File: src/rtl/pcxs_pkg.sv
// ----------------------------------------------------------------------------
// PNG chunk XOR scrambler package
// Shared constants, the parser phase type, the queue entry and the key and
// lead byte tables.
// ----------------------------------------------------------------------------
package pcxs_pkg;

    localparam int KEY_BYTES     = 42;
    localparam int NAME_LEN_BITS = 16;
    localparam int IDAT_LIMIT    = 39;

    localparam logic [31:0] KIND_PLTE  = 32'h504C5445;
    localparam logic [31:0] KIND_IDAT  = 32'h49444154;
    localparam logic [7:0]  UNDERSCORE = 8'h5F;

    typedef logic [5:0] key_idx_t;

    typedef enum logic [2:0] {
        PH_SIG,
        PH_HEAD,
        PH_DATA,
        PH_CRC,
        PH_TAIL,
        PH_RAW
    } phase_t;

    // One queue entry: a run of result bytes. Bytes before the final one come
    // from the lead table starting at start; the final one is data.
    typedef struct packed {
        logic [3:0] start;
        logic [3:0] cnt;
        logic [7:0] data;
        logic       handled;
        logic       file_last;
    } pcxs_op_t;

    function automatic logic [7:0] key_base(input key_idx_t i);
        logic [7:0] r;
        case (i)
            6'd0:  r = 8'h9d;  6'd1:  r = 8'hF3;  6'd2:  r = 8'h00;  6'd3:  r = 8'h25;
            6'd4:  r = 8'hef;  6'd5:  r = 8'h02;  6'd6:  r = 8'h77;  6'd7:  r = 8'hfd;
            6'd8:  r = 8'he3;  6'd9:  r = 8'h39;  6'd10: r = 8'hcd;  6'd11: r = 8'h02;
            6'd12: r = 8'h98;  6'd13: r = 8'h67;  6'd14: r = 8'h25;  6'd15: r = 8'hDC;
            6'd16: r = 8'h10;  6'd17: r = 8'h95;  6'd18: r = 8'h68;  6'd19: r = 8'h69;
            6'd20: r = 8'h49;  6'd21: r = 8'h56;  6'd22: r = 8'h75;  6'd23: r = 8'h20;
            6'd24: r = 8'h85;  6'd25: r = 8'h39;  6'd26: r = 8'h99;  6'd27: r = 8'hDF;
            6'd28: r = 8'hF6;  6'd29: r = 8'h7E;  6'd30: r = 8'h70;  6'd31: r = 8'h95;
            6'd32: r = 8'he8;  6'd33: r = 8'hCC;  6'd34: r = 8'hEF;  6'd35: r = 8'h40;
            6'd36: r = 8'h79;  6'd37: r = 8'h99;  6'd38: r = 8'hd1;  6'd39: r = 8'hae;
            6'd40: r = 8'h76;  6'd41: r = 8'h9F;
            default: r = 8'h00;
        endcase
        return r;
    endfunction

    // The tag followed by the PNG signature.
    function automatic logic [7:0] lead_byte(input logic [3:0] i);
        logic [7:0] r;
        case (i)
            4'd0:  r = 8'h99;  4'd1:  r = 8'h46;  4'd2:  r = 8'hB8;  4'd3:  r = 8'h0D;
            4'd4:  r = 8'h89;  4'd5:  r = 8'h50;  4'd6:  r = 8'h4E;  4'd7:  r = 8'h47;
            4'd8:  r = 8'h0D;  4'd9:  r = 8'h0A;  4'd10: r = 8'h1A;  4'd11: r = 8'h0A;
            default: r = 8'h00;
        endcase
        return r;
    endfunction

endpackage

File: src/rtl/pcxs_front.sv
// ----------------------------------------------------------------------------
// PNG chunk XOR scrambler front end
// Takes name characters and file bytes, keeps the key text, walks the PNG
// structure and queues runs of result bytes, holding back partial signatures.
// ----------------------------------------------------------------------------
module pcxs_front (
    input  logic                clk,
    input  logic                rst_n,
    input  logic                cfg_wr_en,
    input  logic                cfg_wr_data,
    input  logic                in_valid,
    output logic                in_ready,
    input  logic                command,
    input  logic [7:0]          value,
    input  logic                last,
    output logic                op_push,
    output pcxs_pkg::pcxs_op_t  op,
    input  logic                op_full
);
    import pcxs_pkg::*;

    logic                     dir_reg;
    logic                     file_dir_reg, file_dir_next;
    phase_t                   phase_reg, phase_next;
    logic [31:0]              fc_reg, fc_next;
    logic [31:0]              clen_reg, clen_next;
    logic [31:0]              ckind_reg, ckind_next;
    key_idx_t                 kp_reg, kp_next;
    logic [NAME_LEN_BITS-1:0] nlen_reg, nlen_next;
    logic [NAME_LEN_BITS-1:0] upos_reg, upos_next;
    logic                     useen_reg, useen_next;
    logic                     closed_reg, closed_next;

    logic [7:0] name_mem [KEY_BYTES];
    logic [7:0] suf_mem  [KEY_BYTES];
    logic [7:0] name_rd_reg, suf_rd_reg;
    logic       hit_reg, suf_sel_reg;

    logic                     accept;
    logic [NAME_LEN_BITS-1:0] eff_len, eff_upos, sfx_k;
    logic                     eff_useen, name_we, suf_we, under_hit;
    logic                     use_suf;
    logic [NAME_LEN_BITS-1:0] nfull;
    key_idx_t                 tn, mirror, rd_addr;
    logic [7:0]               key_byte;
    logic                     fdir;
    logic [3:0]               base, need, hi, hcnt;
    logic [32:0]              fc_inc;
    logic [31:0]              len_cut;

    assign accept   = in_valid && in_ready;
    assign in_ready = !op_full;

    assign eff_len   = closed_reg ? '0 : nlen_reg;
    assign eff_upos  = closed_reg ? '0 : upos_reg;
    assign eff_useen = closed_reg ? 1'b0 : useen_reg;
    assign under_hit = !eff_useen && (value == UNDERSCORE);
    assign sfx_k     = eff_len - eff_upos - NAME_LEN_BITS'(1);
    assign name_we   = accept && !command && (eff_len < NAME_LEN_BITS'(KEY_BYTES));
    assign suf_we    = accept && !command && eff_useen && (eff_len > eff_upos)
                       && (sfx_k < NAME_LEN_BITS'(KEY_BYTES));

    assign use_suf = useen_reg &&
                     (({1'b0, upos_reg} + (NAME_LEN_BITS+1)'(1)) < {1'b0, nlen_reg});
    assign nfull   = use_suf ? (nlen_reg - upos_reg - NAME_LEN_BITS'(1)) : nlen_reg;
    assign tn      = (nfull >= NAME_LEN_BITS'(KEY_BYTES)) ? key_idx_t'(KEY_BYTES)
                                                          : nfull[5:0];
    assign mirror  = key_idx_t'(KEY_BYTES - 1) - kp_next;
    assign rd_addr = (mirror < tn) ? mirror : kp_next;

    assign key_byte = key_base(kp_reg) ^
                      (hit_reg ? (suf_sel_reg ? suf_rd_reg : name_rd_reg) : 8'h00);

    always_ff @(posedge clk)
    begin
        if (name_we)
        begin
            name_mem[eff_len[5:0]] <= value;
        end
        if (suf_we)
        begin
            suf_mem[sfx_k[5:0]] <= value;
        end
        name_rd_reg <= name_mem[rd_addr];
        suf_rd_reg  <= suf_mem[rd_addr];
        hit_reg     <= rd_addr < tn;
        suf_sel_reg <= use_suf;
    end

    always_comb
    begin
        file_dir_next = file_dir_reg;
        phase_next    = phase_reg;
        fc_next       = fc_reg;
        clen_next     = clen_reg;
        ckind_next    = ckind_reg;
        kp_next       = kp_reg;
        nlen_next     = nlen_reg;
        upos_next     = upos_reg;
        useen_next    = useen_reg;
        closed_next   = closed_reg;
        op_push       = 1'b0;
        op            = '{start: 4'd0, cnt: 4'd1, data: value, handled: 1'b1,
                          file_last: last};
        fdir          = (fc_reg == 32'd0) ? dir_reg : file_dir_reg;
        base          = fdir ? 4'd0 : 4'd4;
        need          = fdir ? 4'd12 : 4'd8;
        hi            = (fc_reg >= {28'd0, need}) ? (need - 4'd1) : fc_reg[3:0];
        hcnt          = hi + 4'd1;
        fc_inc        = {1'b0, fc_reg} + 33'd1;
        len_cut       = (clen_reg > 32'(IDAT_LIMIT)) ? 32'(IDAT_LIMIT) : clen_reg;
        if (accept && !command)
        begin
            nlen_next   = eff_len + ((eff_len != '1) ? NAME_LEN_BITS'(1) : '0);
            upos_next   = under_hit ? eff_len : eff_upos;
            useen_next  = eff_useen || under_hit;
            closed_next = last;
            phase_next  = PH_SIG;
            fc_next     = '0;
        end
        else if (accept)
        begin
            op_push = 1'b1;
            unique case (phase_reg)
                PH_SIG:
                begin
                    if (fc_reg == 32'd0)
                    begin
                        file_dir_next = dir_reg;
                    end
                    fc_next = {28'd0, hcnt};
                    if (lead_byte(base + hi) != value)
                    begin
                        op.start   = base;
                        op.cnt     = hcnt;
                        op.handled = 1'b0;
                        phase_next = PH_RAW;
                    end
                    else if (hcnt == need)
                    begin
                        op.start   = fdir ? 4'd4 : 4'd0;
                        op.cnt     = fdir ? 4'd8 : 4'd12;
                        phase_next = PH_HEAD;
                        fc_next    = '0;
                        clen_next  = '0;
                        ckind_next = '0;
                    end
                    else if (last)
                    begin
                        op.start   = base;
                        op.cnt     = hcnt;
                        op.handled = 1'b0;
                    end
                    else
                    begin
                        op_push = 1'b0;
                    end
                end
                PH_HEAD:
                begin
                    if (fc_reg < 32'd4)
                    begin
                        clen_next = {clen_reg[23:0], value};
                    end
                    else
                    begin
                        ckind_next = {ckind_reg[23:0], value};
                    end
                    fc_next = fc_inc[31:0];
                    if (fc_inc >= 33'd8)
                    begin
                        fc_next = '0;
                        kp_next = '0;
                        if (ckind_next == KIND_IDAT)
                        begin
                            clen_next  = len_cut;
                            phase_next = (len_cut != 32'd0) ? PH_DATA : PH_TAIL;
                        end
                        else
                        begin
                            phase_next = (clen_reg != 32'd0) ? PH_DATA : PH_CRC;
                        end
                    end
                end
                PH_DATA:
                begin
                    if (ckind_reg == KIND_PLTE || ckind_reg == KIND_IDAT)
                    begin
                        op.data = value ^ key_byte;
                    end
                    kp_next = (kp_reg == key_idx_t'(KEY_BYTES - 1)) ? '0 : kp_reg + 6'd1;
                    fc_next = fc_inc[31:0];
                    if (fc_inc >= {1'b0, clen_reg})
                    begin
                        fc_next    = '0;
                        phase_next = (ckind_reg == KIND_IDAT) ? PH_TAIL : PH_CRC;
                    end
                end
                PH_CRC:
                begin
                    fc_next = fc_inc[31:0];
                    if (fc_inc >= 33'd4)
                    begin
                        fc_next    = '0;
                        clen_next  = '0;
                        ckind_next = '0;
                        phase_next = PH_HEAD;
                    end
                end
                PH_TAIL:
                begin
                end
                default:
                begin
                    op.handled = 1'b0;
                end
            endcase
            if (last)
            begin
                phase_next = PH_SIG;
                fc_next    = '0;
            end
        end
    end

    always_ff @(posedge clk or negedge rst_n)
    begin
        if (!rst_n)
        begin
            dir_reg      <= 1'b0;
            file_dir_reg <= 1'b0;
            phase_reg    <= PH_SIG;
            fc_reg       <= '0;
            clen_reg     <= '0;
            ckind_reg    <= '0;
            kp_reg       <= '0;
            nlen_reg     <= '0;
            upos_reg     <= '0;
            useen_reg    <= 1'b0;
            closed_reg   <= 1'b0;
        end
        else
        begin
            if (cfg_wr_en)
            begin
                dir_reg <= cfg_wr_data;
            end
            file_dir_reg <= file_dir_next;
            phase_reg    <= phase_next;
            fc_reg       <= fc_next;
            clen_reg     <= clen_next;
            ckind_reg    <= ckind_next;
            kp_reg       <= kp_next;
            nlen_reg     <= nlen_next;
            upos_reg     <= upos_next;
            useen_reg    <= useen_next;
            closed_reg   <= closed_next;
        end
    end

endmodule

File: src/rtl/pcxs_queue.sv
// ----------------------------------------------------------------------------
// PNG chunk XOR scrambler run queue
// Four-entry queue of byte runs between the front end and the output stage.
// ----------------------------------------------------------------------------
module pcxs_queue (
    input  logic                clk,
    input  logic                rst_n,
    input  logic                push,
    input  pcxs_pkg::pcxs_op_t  push_op,
    output logic                full,
    input  logic                pop,
    output pcxs_pkg::pcxs_op_t  head_op,
    output logic                not_empty
);
    import pcxs_pkg::*;

    pcxs_op_t   slot_reg [4];
    logic [1:0] wr_ptr_reg, rd_ptr_reg;
    logic [2:0] count_reg;

    assign full      = count_reg == 3'd4;
    assign not_empty = count_reg != 3'd0;
    assign head_op   = slot_reg[rd_ptr_reg];

    always_ff @(posedge clk)
    begin
        if (push)
        begin
            slot_reg[wr_ptr_reg] <= push_op;
        end
    end

    always_ff @(posedge clk or negedge rst_n)
    begin
        if (!rst_n)
        begin
            wr_ptr_reg <= '0;
            rd_ptr_reg <= '0;
            count_reg  <= '0;
        end
        else
        begin
            if (push)
            begin
                wr_ptr_reg <= wr_ptr_reg + 2'd1;
            end
            if (pop)
            begin
                rd_ptr_reg <= rd_ptr_reg + 2'd1;
            end
            count_reg <= count_reg + {2'd0, push} - {2'd0, pop};
        end
    end

`ifndef NO_ASSERTIONS
    a_no_overflow: assert property (@(posedge clk) disable iff (!rst_n)
        full |-> !push)
        else $error("push into a full queue");
    a_no_underflow: assert property (@(posedge clk) disable iff (!rst_n)
        !not_empty |-> !pop)
        else $error("pop from an empty queue");
    a_count_range: assert property (@(posedge clk) disable iff (!rst_n)
        count_reg <= 3'd4)
        else $error("queue count out of range");
`endif

endmodule

File: src/rtl/pcxs_back.sv
// ----------------------------------------------------------------------------
// PNG chunk XOR scrambler output stage
// Expands queued runs into result items, one per cycle while out_ready is high.
// ----------------------------------------------------------------------------
module pcxs_back (
    input  logic                clk,
    input  logic                rst_n,
    input  logic                op_avail,
    input  pcxs_pkg::pcxs_op_t  op,
    output logic                op_pop,
    output logic                out_valid,
    input  logic                out_ready,
    output logic [7:0]          out_byte,
    output logic                run_end,
    output logic                file_end,
    output logic                png_handled
);
    import pcxs_pkg::*;

    logic       busy_reg;
    pcxs_op_t   cur_reg;
    logic [3:0] k_reg;
    logic       last_res;

    assign last_res    = k_reg == (cur_reg.cnt - 4'd1);
    assign op_pop      = op_avail && (!busy_reg || (out_ready && last_res));
    assign out_valid   = busy_reg;
    assign out_byte    = last_res ? cur_reg.data : lead_byte(cur_reg.start + k_reg);
    assign run_end     = last_res;
    assign file_end    = last_res && cur_reg.file_last;
    assign png_handled = cur_reg.handled;

    always_ff @(posedge clk)
    begin
        if (op_pop)
        begin
            cur_reg <= op;
        end
    end

    always_ff @(posedge clk or negedge rst_n)
    begin
        if (!rst_n)
        begin
            busy_reg <= 1'b0;
            k_reg    <= '0;
        end
        else if (op_pop)
        begin
            busy_reg <= 1'b1;
            k_reg    <= '0;
        end
        else if (busy_reg && out_ready)
        begin
            if (last_res)
            begin
                busy_reg <= 1'b0;
            end
            k_reg <= k_reg + 4'd1;
        end
    end

`ifndef NO_ASSERTIONS
    a_cnt_nonzero: assert property (@(posedge clk) disable iff (!rst_n)
        busy_reg |-> cur_reg.cnt != 4'd0)
        else $error("run with no bytes");
    a_k_in_run: assert property (@(posedge clk) disable iff (!rst_n)
        busy_reg |-> k_reg < cur_reg.cnt)
        else $error("run index past run length");
    a_run_advance: assert property (@(posedge clk) disable iff (!rst_n)
        busy_reg && out_ready && !last_res |=> busy_reg && k_reg == $past(k_reg) + 4'd1)
        else $error("run did not advance");
`endif

endmodule

File: src/rtl/png_chunk_xor_scrambler_core.sv
// ----------------------------------------------------------------------------
// PNG chunk XOR scrambler core
// Derives a key from a name and scrambles or unscrambles PLTE and IDAT data.
// ----------------------------------------------------------------------------
// Usage: send name characters (command 0) and then file bytes (command 1) on
// the input channel; a file byte gives a run of one to twelve result items on
// the output channel, with run_end on its last item and file_end on the final
// byte of the output file. Name characters and held signature bytes give none.
// The direction register must be written through cfg_wr_en and cfg_wr_data
// only while the block is idle; this is not enforced. The direction is sampled
// at the first byte of each file. The front end accepts one item per cycle
// while its four-entry run queue has room; the output stage sends one result
// item per cycle while out_ready is high. Results pass a queue slot and the
// output register. A signature run of up to twelve items keeps the output
// stage busy; the items that follow collect in the queue and the input stalls
// once it is full. Reset clears the parser, the name length and the direction;
// the key text memories are written by the name characters. When the receiver
// stalls, runs collect in the queue and in_ready drops once it is full.
// ----------------------------------------------------------------------------
module png_chunk_xor_scrambler_core (
    input  logic       clk,
    input  logic       rst_n,
    input  logic       cfg_wr_en,
    input  logic       cfg_wr_data,
    input  logic       in_valid,
    output logic       in_ready,
    input  logic       command,
    input  logic [7:0] value,
    input  logic       last,
    output logic       out_valid,
    input  logic       out_ready,
    output logic [7:0] out_byte,
    output logic       run_end,
    output logic       file_end,
    output logic       png_handled
);
    import pcxs_pkg::*;

    logic     op_push, op_full, op_pop, op_avail;
    pcxs_op_t push_op, head_op;

    pcxs_front u_front (
        .clk         (clk),
        .rst_n       (rst_n),
        .cfg_wr_en   (cfg_wr_en),
        .cfg_wr_data (cfg_wr_data),
        .in_valid    (in_valid),
        .in_ready    (in_ready),
        .command     (command),
        .value       (value),
        .last        (last),
        .op_push     (op_push),
        .op          (push_op),
        .op_full     (op_full)
    );

    pcxs_queue u_queue (
        .clk       (clk),
        .rst_n     (rst_n),
        .push      (op_push),
        .push_op   (push_op),
        .full      (op_full),
        .pop       (op_pop),
        .head_op   (head_op),
        .not_empty (op_avail)
    );

    pcxs_back u_back (
        .clk         (clk),
        .rst_n       (rst_n),
        .op_avail    (op_avail),
        .op          (head_op),
        .op_pop      (op_pop),
        .out_valid   (out_valid),
        .out_ready   (out_ready),
        .out_byte    (out_byte),
        .run_end     (run_end),
        .file_end    (file_end),
        .png_handled (png_handled)
    );

endmodule

File: config.mk
export PLATFORM = sky130hd
export DESIGN_NAME = png_chunk_xor_scrambler_core
export DESIGN_NICKNAME = d
export VERILOG_FILES = /design/src/rtl/pcxs_pkg.sv /design/src/rtl/pcxs_front.sv /design/src/rtl/pcxs_queue.sv /design/src/rtl/pcxs_back.sv /design/src/rtl/png_chunk_xor_scrambler_core.sv
export SDC_FILE = /design/constraint.sdc
export NUM_CORES = 2
export LEC_CHECK = 0
export ABC_CLOCK_PERIOD_IN_PS = 12600
export BUFFER_PORTS_ARGS = -buffer_cell sky130_fd_sc_hd__buf_2
export CELL_PAD_IN_SITES_DETAIL_PLACEMENT = 0
export CELL_PAD_IN_SITES_GLOBAL_PLACEMENT = 1
export CORE_MARGIN = 3
export CORE_UTILIZATION = 44
export CTS_BUF_LIST = sky130_fd_sc_hd__clkbuf_16
export DETAILED_ROUTE_END_ITERATION = 16
export PLACE_DENSITY = 0.74
export SLEW_MARGIN = 20
export SYNTH_ARGS = -nofsm -noshare
export SYNTH_HDL_FRONTEND = slang
export SYNTH_SLANG_ARGS = --single-unit
File: constraint.sdc
create_clock -name clk -period 12.6 [get_ports clk]
set_input_delay 1.89 -clock clk [delete_from_list [all_inputs] [get_ports clk]]
set_output_delay 1.89 -clock clk [all_outputs]
set_load 0.02 [all_outputs]
# Word level (Yosys, flattened, before mapping)
# Memory sizes are Yosys's and may differ from the RTL's. A register that Yosys moved wholly into a read port is not among the register bits.
# Cells that the tools add are included.
[op_classes]
add_sub_neg = 19
order_cmp = 13
n_eq_ne = 21
mux = 89
bitwise_logic = 3
n_reduce_logical = 35
[ops]
columns = ["cell", "n"]
rows = [
  ["$mux W32", 18],
  ["$pmux W32 S3", 2],
  ["$pmux W32 S4", 1],
  ["$eq A32 B31 Y1 const B", 3],
  ["$mux W8", 12],
  ["$mux W16", 4],
  ["$reduce_bool A32 Y1", 2],
  ["$mux W3", 15],
  ["$mux W6", 6],
  ["$mux W17", 2],
  ["$add A32 B1 Y33 const B", 1],
  ["$ge A33 B3 Y1 const B", 1],
  ["$ge A33 B32 Y1", 1],
  ["$ge A33 B4 Y1 const B", 1],
  ["$ge A32 B4 Y1", 1],
  ["$gt A32 B6 Y1 const B", 1],
  ["$logic_not A32 Y1", 1],
  ["$lt A16 B6 Y1 const B", 2],
  ["$lt A32 B3 Y1 const B", 1],
  ["$sub A16 B1 Y16 const B", 2],
  ["$sub A16 B16 Y16", 2],
  ["$mux W1", 22],
  ["$add A16 B1 Y17 const B", 1],
  ["$lt A17 B16 Y1", 1],
  ["other kinds (41)", 77],
]
[totals]
ff_bits = 155
ram_bits = 744
mem_bits_ro = 768
in_bits = 16
output_inout_bits = 13
word_cells = 204
n_memories = 6
[mem_list]
columns = ["memory", "words", "word_bits", "read_ports", "rd_clocked_by_memory_dff", "wr", "line", "text"]
rows = [
  ["(no name shown)", 64, 8, 1, 0, 0, "pcxs_pkg.sv:39", "case (i)"],
  ["u_front.name_mem", 42, 8, 1, 1, 1, "pcxs_front.sv:34", "logic [7:0] name_mem [KEY_BYTES];"],
  ["u_front.suf_mem", 42, 8, 1, 1, 1, "pcxs_front.sv:35", "logic [7:0] suf_mem [KEY_BYTES];"],
  ["(no name shown)", 16, 8, 1, 0, 0, "pcxs_pkg.sv:59", "case (i)"],
  ["(no name shown)", 16, 8, 1, 0, 0, "pcxs_pkg.sv:59", ""],
  ["u_queue.slot_reg", 4, 18, 1, 1, 1, "pcxs_queue.sv:17", "pcxs_op_t slot_reg [4];"],
]

# Logic depth before layout (Yosys ltp)
# An unclocked memory read counts as a cell.
[depth]
word_depth = 17
ltp_mapped = 36
ltp_nobuf = 30

# Hierarchy
# From an unflattened synthesis, not the netlist that was laid out.
[hier_totals]
cells_unflattened = 3633
hier_area_um2 = 44561.5
[by_module_without_submodules]
columns = ["mod", "n_inst", "cells_each", "area_per_inst_um2", "seq_area_each_um2"]
rows = [
  ["pcxs_front", 1, 3381, 40172.3, 24068.1],
  ["pcxs_queue", 1, 128, 2989.1, 2337.2],
  ["pcxs_back", 1, 124, 1400.1, 665.6],
]

# Worst setup path after synthesis
# No wires, ideal clock.
[synth_path]
kind = "input -> register"
start = "input port command"
end = "register u_front.hit_reg"
setup_time_ns = 0.074
t_arrival_ns = 8.354
t_required_ns = 12.526
setup_slack_ns = 4.172
cell_stages = 31
path_buffers = 8
path_cell_list = "and3_1 > clkbuf_1 > o21ai_0 > or2_2 > a22o_1 > clkbuf_1 > inv_1 > clkbuf_1 > clkbuf_1 > clkbuf_1 > ha_1 > buf_1 > inv_1 > a221oi_1 > xnor2_1 > inv_1 > ha_1 > nand2_1 > or2_2 > nor4_1 > a22oi_2 > nand3_2 > mux2i_4 > inv_2 > buf_4 > buf_2 > ha_1 > a21oi_1 > o21ai_0 > maj3_1 > a31oi_1"
[synth_between]
elab_chain_cells = 7
[synth_rtl]
columns = ["element", "line", "text"]
rows = [
  ["start: declaration", "png_chunk_xor_scrambler_core.sv:27", "input logic command,"],
  ["$logic_not A1 Y1 *", "pcxs_front.sv:112", "if (accept && !command)"],
  ["$logic_and A1 B1 Y1 *", "pcxs_front.sv:112", ""],
  ["$mux W6 *", "pcxs_front.sv:112", ""],
  ["$sub A6 B6 Y6", "pcxs_front.sv:68", "assign mirror = key_idx_t'(KEY_BYTES - 1) - kp_next;"],
  ["$lt A6 B6 Y1", "pcxs_front.sv:69", "assign rd_addr = (mirror < tn) ? mirror : kp_next;"],
  ["$mux W6 *", "pcxs_front.sv:69", ""],
  ["$lt A6 B6 Y1 *", "pcxs_front.sv:86", "hit_reg <= rd_addr < tn;"],
  ["end signal: assignment", "pcxs_front.sv:86", ""],
  ["end: declaration", "pcxs_front.sv:37", "logic hit_reg, suf_sel_reg;"],
]
# Every way passes the cells marked *; elsewhere a longest branch is shown, timed or not.
# A chain may end at the register's enable or synchronous reset.

# Worst setup path after layout
[layout_path]
start = "register u_front.fc_reg[0]"
end = "register u_front.suf_rd_reg[6], read port of u_front.suf_mem"
[layout_between]
elab_chain_cells = 9
[layout_rtl]
columns = ["element", "line", "text"]
rows = [
  ["start: declaration", "pcxs_front.sv:25", "logic [31:0] fc_reg, fc_next;"],
  ["start signal: assignment", "pcxs_front.sv:250", "fc_reg <= fc_next;"],
  ["$add A32 B1 Y33 *", "pcxs_front.sv:110", "fc_inc = {1'b0, fc_reg} + 33'd1;"],
  ["$ge A33 B4 Y1 *", "pcxs_front.sv:170", "if (fc_inc >= 33'd8)"],
  ["$mux W6 *", "pcxs_front.sv:170", ""],
  ["$pmux W6 S2 *", "pcxs_front.sv:124", "unique case (phase_reg)"],
  ["$mux W6 *", "pcxs_front.sv:121", "else if (accept)"],
  ["$mux W6 *", "pcxs_front.sv:112", ""],
  ["$sub A6 B6 Y6", "pcxs_front.sv:68", ""],
  ["$lt A6 B6 Y1", "pcxs_front.sv:69", ""],
  ["$mux W6 *", "pcxs_front.sv:69", ""],
  ["end: declaration", "pcxs_front.sv:36", "logic [7:0] name_rd_reg, suf_rd_reg;"],
]
# Marked as above.

==> metrics.log <==
INFO  metric path_delay_family = simple AND/OR/NAND/NOR gates
INFO  metric endpoint_kind = flip-flop
INFO  metric synth_common_cells = 747 x sky130_fd_sc_hd__edfxtp_1, 488 x sky130_fd_sc_hd__nand2_1, 258 x sky130_fd_sc_hd__nand3_1
INFO  metric r2r_slack = 3.25 ns
INFO  metric ys_top_cells_by_area = sky130_fd_sc_hd__edfxtp_1 50%, sky130_fd_sc_hd__dfrtp_1 8.6%, sky130_fd_sc_hd__nand2_1 4.1%
INFO  metric crit_path_max_incr_delay = 0.87 ns
INFO  metric grt_remaining_overflow = 0
INFO  metric antenna_found_initial = 3
INFO  metric seq_area_frac_synth = 59.7%
INFO  metric critical_path_class = reg -> reg
INFO  metric num-fill-cells = 8801
INFO  metric synth_top_area_share = 50.3%
INFO  metric crit_slowest_cell = sky130_fd_sc_hd__nand3_1
INFO  metric power.switching = 3.32 mW
INFO  metric clock_path_buffers = 3
INFO  metric timing.final.crit_share = 74.2%
INFO  metric cts.repair.resized = 0
INFO  metric stdcell_count = 5197
INFO  metric power-per-cell-area = 186 nW/um^2
INFO  metric ys_types = 105
INFO  metric dr.first_iter.drc_count = 3612
INFO  metric min-delay-start = u_front.ckind_reg[25]
INFO  metric die_area = 105000 um^2
INFO  metric rr_startpoint = u_front.fc_reg[0]
INFO  metric placement_rows = 116
INFO  metric grt_max_degree = 138
INFO  metric route.final.wire_length = 133000 um
INFO  metric wire_length_per_cell_after_detailed_routing = 25.5 um
INFO  metric cell_internal_pwr = 5.86 mW
INFO  metric clock-sinks = 918
INFO  metric cts_tree = yes
INFO  metric cp_data_arrival_time = 9.94 ns
INFO  metric cts.root.buffer_cell = sky130_fd_sc_hd__clkbuf_16
INFO  metric area.growth.synth_to_final = 10.6%
INFO  metric wp_data_required = 13.18 ns
INFO  metric max_cap_violations = 0
INFO  metric hold-path-cell-count = 1
INFO  metric seqCellArea = 26600 um^2
INFO  metric synth_fp_nets = 3930
INFO  metric syn_inst = 3785
INFO  metric fp.dieW = 324 um
INFO  metric headroom_to_the_max_slew_limit = 18.7%
INFO  metric cts_max_level = 3
INFO  metric number_of_placed_instances_with_taps_included = 5020
INFO  metric hold-path-endpoint = u_front.ckind_reg[25]
INFO  metric placement.io_buffers = 28
INFO  metric clk-insertion-delay-late = 0.70 ns
INFO  metric final_layout_size_suffix_gt1_share = 9.14%
INFO  metric post-synth-top-count-cell = sky130_fd_sc_hd__edfxtp_1
INFO  metric setup.worst_path.start_class = flip-flop
INFO  metric insertedDiodeCount = 0
INFO  metric timing.critical_path.buf_inv = 7
INFO  metric power.sequential.fraction = 39.6%
INFO  metric first_global_vias = 30476
INFO  metric dp.final_hpwl = 86800 um
INFO  metric postCtsSetupRepairBufs = 0
INFO  metric path_clk_slew = 0.06 ns
INFO  metric run_status = finished clean
INFO  metric post_synth.cell_area_avg = 11.8 um^2
INFO  metric drt_pass_1_iters = 6
INFO  metric setup_violations = 0
INFO  metric global_route.usage.met2 = 37.2%
INFO  metric number_of_enable_flip_flop_cells_after_synthesis = 747
INFO  metric detail-route-antenna-nets = 0
INFO  metric synth_area = 44600 um^2
INFO  metric die_y = 324 um
INFO  metric grt_first_pass_wirelength = 197000 um
INFO  metric cts_made_buffers = 95
INFO  metric grt_use_total = 24.6%
INFO  metric worst-slew-pin-transition = 1.21 ns
INFO  metric rr_endpoint = u_front.suf_rd_reg[6]
INFO  metric routed-via-count = 31684
INFO  metric yosys.area.top_type = sky130_fd_sc_hd__edfxtp_1
INFO  metric critical_path_peak_fanout = 47
INFO  metric met3_resource_use_gr = 7.02%
INFO  metric setup_repair_after_global_routing_missed_its_margin = false
INFO  metric comb_power_share = 31.7%
INFO  metric cts_hold_buffers = 0
INFO  metric synthArstFlopShare = 16.7%
INFO  metric final_max_slew_viol_count = 0
INFO  metric multi_input_gate_area = 16700 um^2
INFO  metric place.gp.congestion = 0.899
INFO  metric static-leakage-power = 17.6 nW
INFO  metric final.setup.tns = 0 ns
INFO  metric largest_vdd_supply_drop = 0.188 mV
INFO  metric placeableCoreArea = 100000 um^2
INFO  metric yosysWarnings = 0
INFO  metric ff2ff_path_depth = 30
INFO  metric power.share.clock = 28.7%
INFO  metric io_pins = 29
INFO  metric met1_usage = 34.2%
INFO  metric nets = 3905
INFO  metric drc_errors = 0
INFO  metric finalCriticalPeriod = 9.35 ns
INFO  metric achievable-frequency = 107 MHz
INFO  metric most_used_dff_post_synth = sky130_fd_sc_hd__edfxtp_1
INFO  metric globalRoute.busiestLayer = met2
INFO  metric min-delay-path-class = reg -> reg
INFO  metric flip_flop_and_latch_count_after_synthesis = 918
INFO  metric hold_viol_final = 0
INFO  metric via_per_inst = 6.10
INFO  metric initial_utilization = 44.5%
INFO  metric finalClockSkew = 0.0562 ns
INFO  metric switching_share = 36.1%
-- power by group through the flow --
stage          registers [mW]  logic, mW  clock network [mW]
6_report                 3.64       2.91                2.63
5_1_grt                  3.66       3.16                2.80
4_1_cts                  3.64       2.87                2.68
3_5_place_dp             3.70       2.85                   0
3_3_place_gp             3.70       2.85                   0
2_1_floorplan            3.58       2.03                   0
-- worst max-delay path by stage --
stage          slack (ns)         startpoint  cells after the start                     to
2_1_floorplan        4.17            command                     31        u_front.hit_reg
3_3_place_gp         3.41            command                     25  u_front.suf_rd_reg[6]
3_5_place_dp         3.35            command                     25  u_front.suf_rd_reg[1]
4_1_cts              3.43  u_front.fc_reg[0]                     30  u_front.suf_rd_reg[6]
5_1_grt              2.84  u_front.fc_reg[0]                     30  u_front.suf_rd_reg[5]
6_report             3.25  u_front.fc_reg[0]                     30  u_front.suf_rd_reg[6]
-- cell usage in the layout (no fill, tap or decap), types with 16 or more instances in the layout --
cell | Yosys | layout
sky130_fd_sc_hd__nand3_1 | 258 | 258
sky130_fd_sc_hd__a32oi_1 | 19 | 19
sky130_fd_sc_hd__a31oi_1 | 43 | 43
sky130_fd_sc_hd__o22ai_1 | 46 | 46
sky130_fd_sc_hd__a22oi_1 | 21 | 21
sky130_fd_sc_hd__ha_1 | 126 | 126
sky130_fd_sc_hd__clkinv_1 | 2 | 25
sky130_fd_sc_hd__dfrtp_1 | 153 | 153
sky130_fd_sc_hd__a21oi_1 | 133 | 131
sky130_fd_sc_hd__clkbuf_16 | 0 | 96
sky130_fd_sc_hd__o211ai_1 | 17 | 17
sky130_fd_sc_hd__a22o_1 | 83 | 82
sky130_fd_sc_hd__nor3_1 | 71 | 64
sky130_fd_sc_hd__o21ai_0 | 126 | 126
sky130_fd_sc_hd__o21a_1 | 21 | 21
sky130_fd_sc_hd__nand4_1 | 68 | 68
sky130_fd_sc_hd__o221ai_1 | 20 | 20
sky130_fd_sc_hd__nand2_1 | 488 | 487
sky130_fd_sc_hd__a221oi_1 | 34 | 34
sky130_fd_sc_hd__buf_4 | 13 | 91
sky130_fd_sc_hd__nor4_1 | 58 | 45
sky130_fd_sc_hd__a211oi_1 | 53 | 53
sky130_fd_sc_hd__buf_2 | 60 | 19
sky130_fd_sc_hd__mux4_2 | 16 | 16
sky130_fd_sc_hd__xnor2_1 | 83 | 80
sky130_fd_sc_hd__edfxtp_1 | 747 | 747
sky130_fd_sc_hd__a21o_1 | 41 | 41
sky130_fd_sc_hd__inv_1 | 141 | 170
sky130_fd_sc_hd__nor2_1 | 165 | 159
sky130_fd_sc_hd__mux2i_1 | 149 | 149
sky130_fd_sc_hd__dfxtp_1 | 18 | 18
sky130_fd_sc_hd__and3_1 | 21 | 20
sky130_fd_sc_hd__or3_1 | 16 | 16
sky130_fd_sc_hd__xor2_1 | 32 | 32
-- logic make-up after synthesis --
logic type | Yosys count | synth area share (%)
xor+xnor | 115 | 2.26
compound gates | 819 | 13.0
fa+ha+maj | 130 | 3.69
flops | 918 | 59.7
mux | 180 | 4.56
buf+inv | 378 | 3.48
simple gates | 1245 | 13.3
-- area by class of cell --
type | instances | share of cell area (%)
Inverter | 144 | 1.10
Tap cell | 1357 | 3.44
Multi-Input combinational cell | 2489 | 33.9
Sequential cell | 918 | 54.0
Clock inverter | 81 | 1.06
Timing Repair Buffer | 112 | 1.64
Clock buffer | 96 | 4.87
-- metal layers --
metal | part of all wire, % | up-vias | wire length (um)
li1 | - | 14318 | -
met4 | 2.9 | 2 | 3860
met1 | 43 | 15739 | 56600
met3 | 9.9 | 225 | 13100
met2 | 44 | 1400 | 58900
met5 | 0.0098 | - | 13
-- per-stage QoR --
| step | hold slack [ns] | setup slack, ns | total power, mW | util, % | cell area (um^2) |
|---|---|---|---|---|---|
| finish | 0.497 | 3.25 | 9.18 | 49.2 | 49300 |
| global route | 0.527 | 2.84 | 9.62 | 49.2 | 49300 |
| CTS | 0.503 | 3.43 | 9.18 | 49.1 | 49300 |
| detailed placement | 0.489 | 3.35 | 6.55 | 46.2 | 46300 |
| global placement | 0.486 | 3.41 | 6.54 | 46.1 | 46300 |
| floorplan | 0.457 | 4.17 | 5.60 | - | 44600 |
Power figures use the tool's default switching activity.
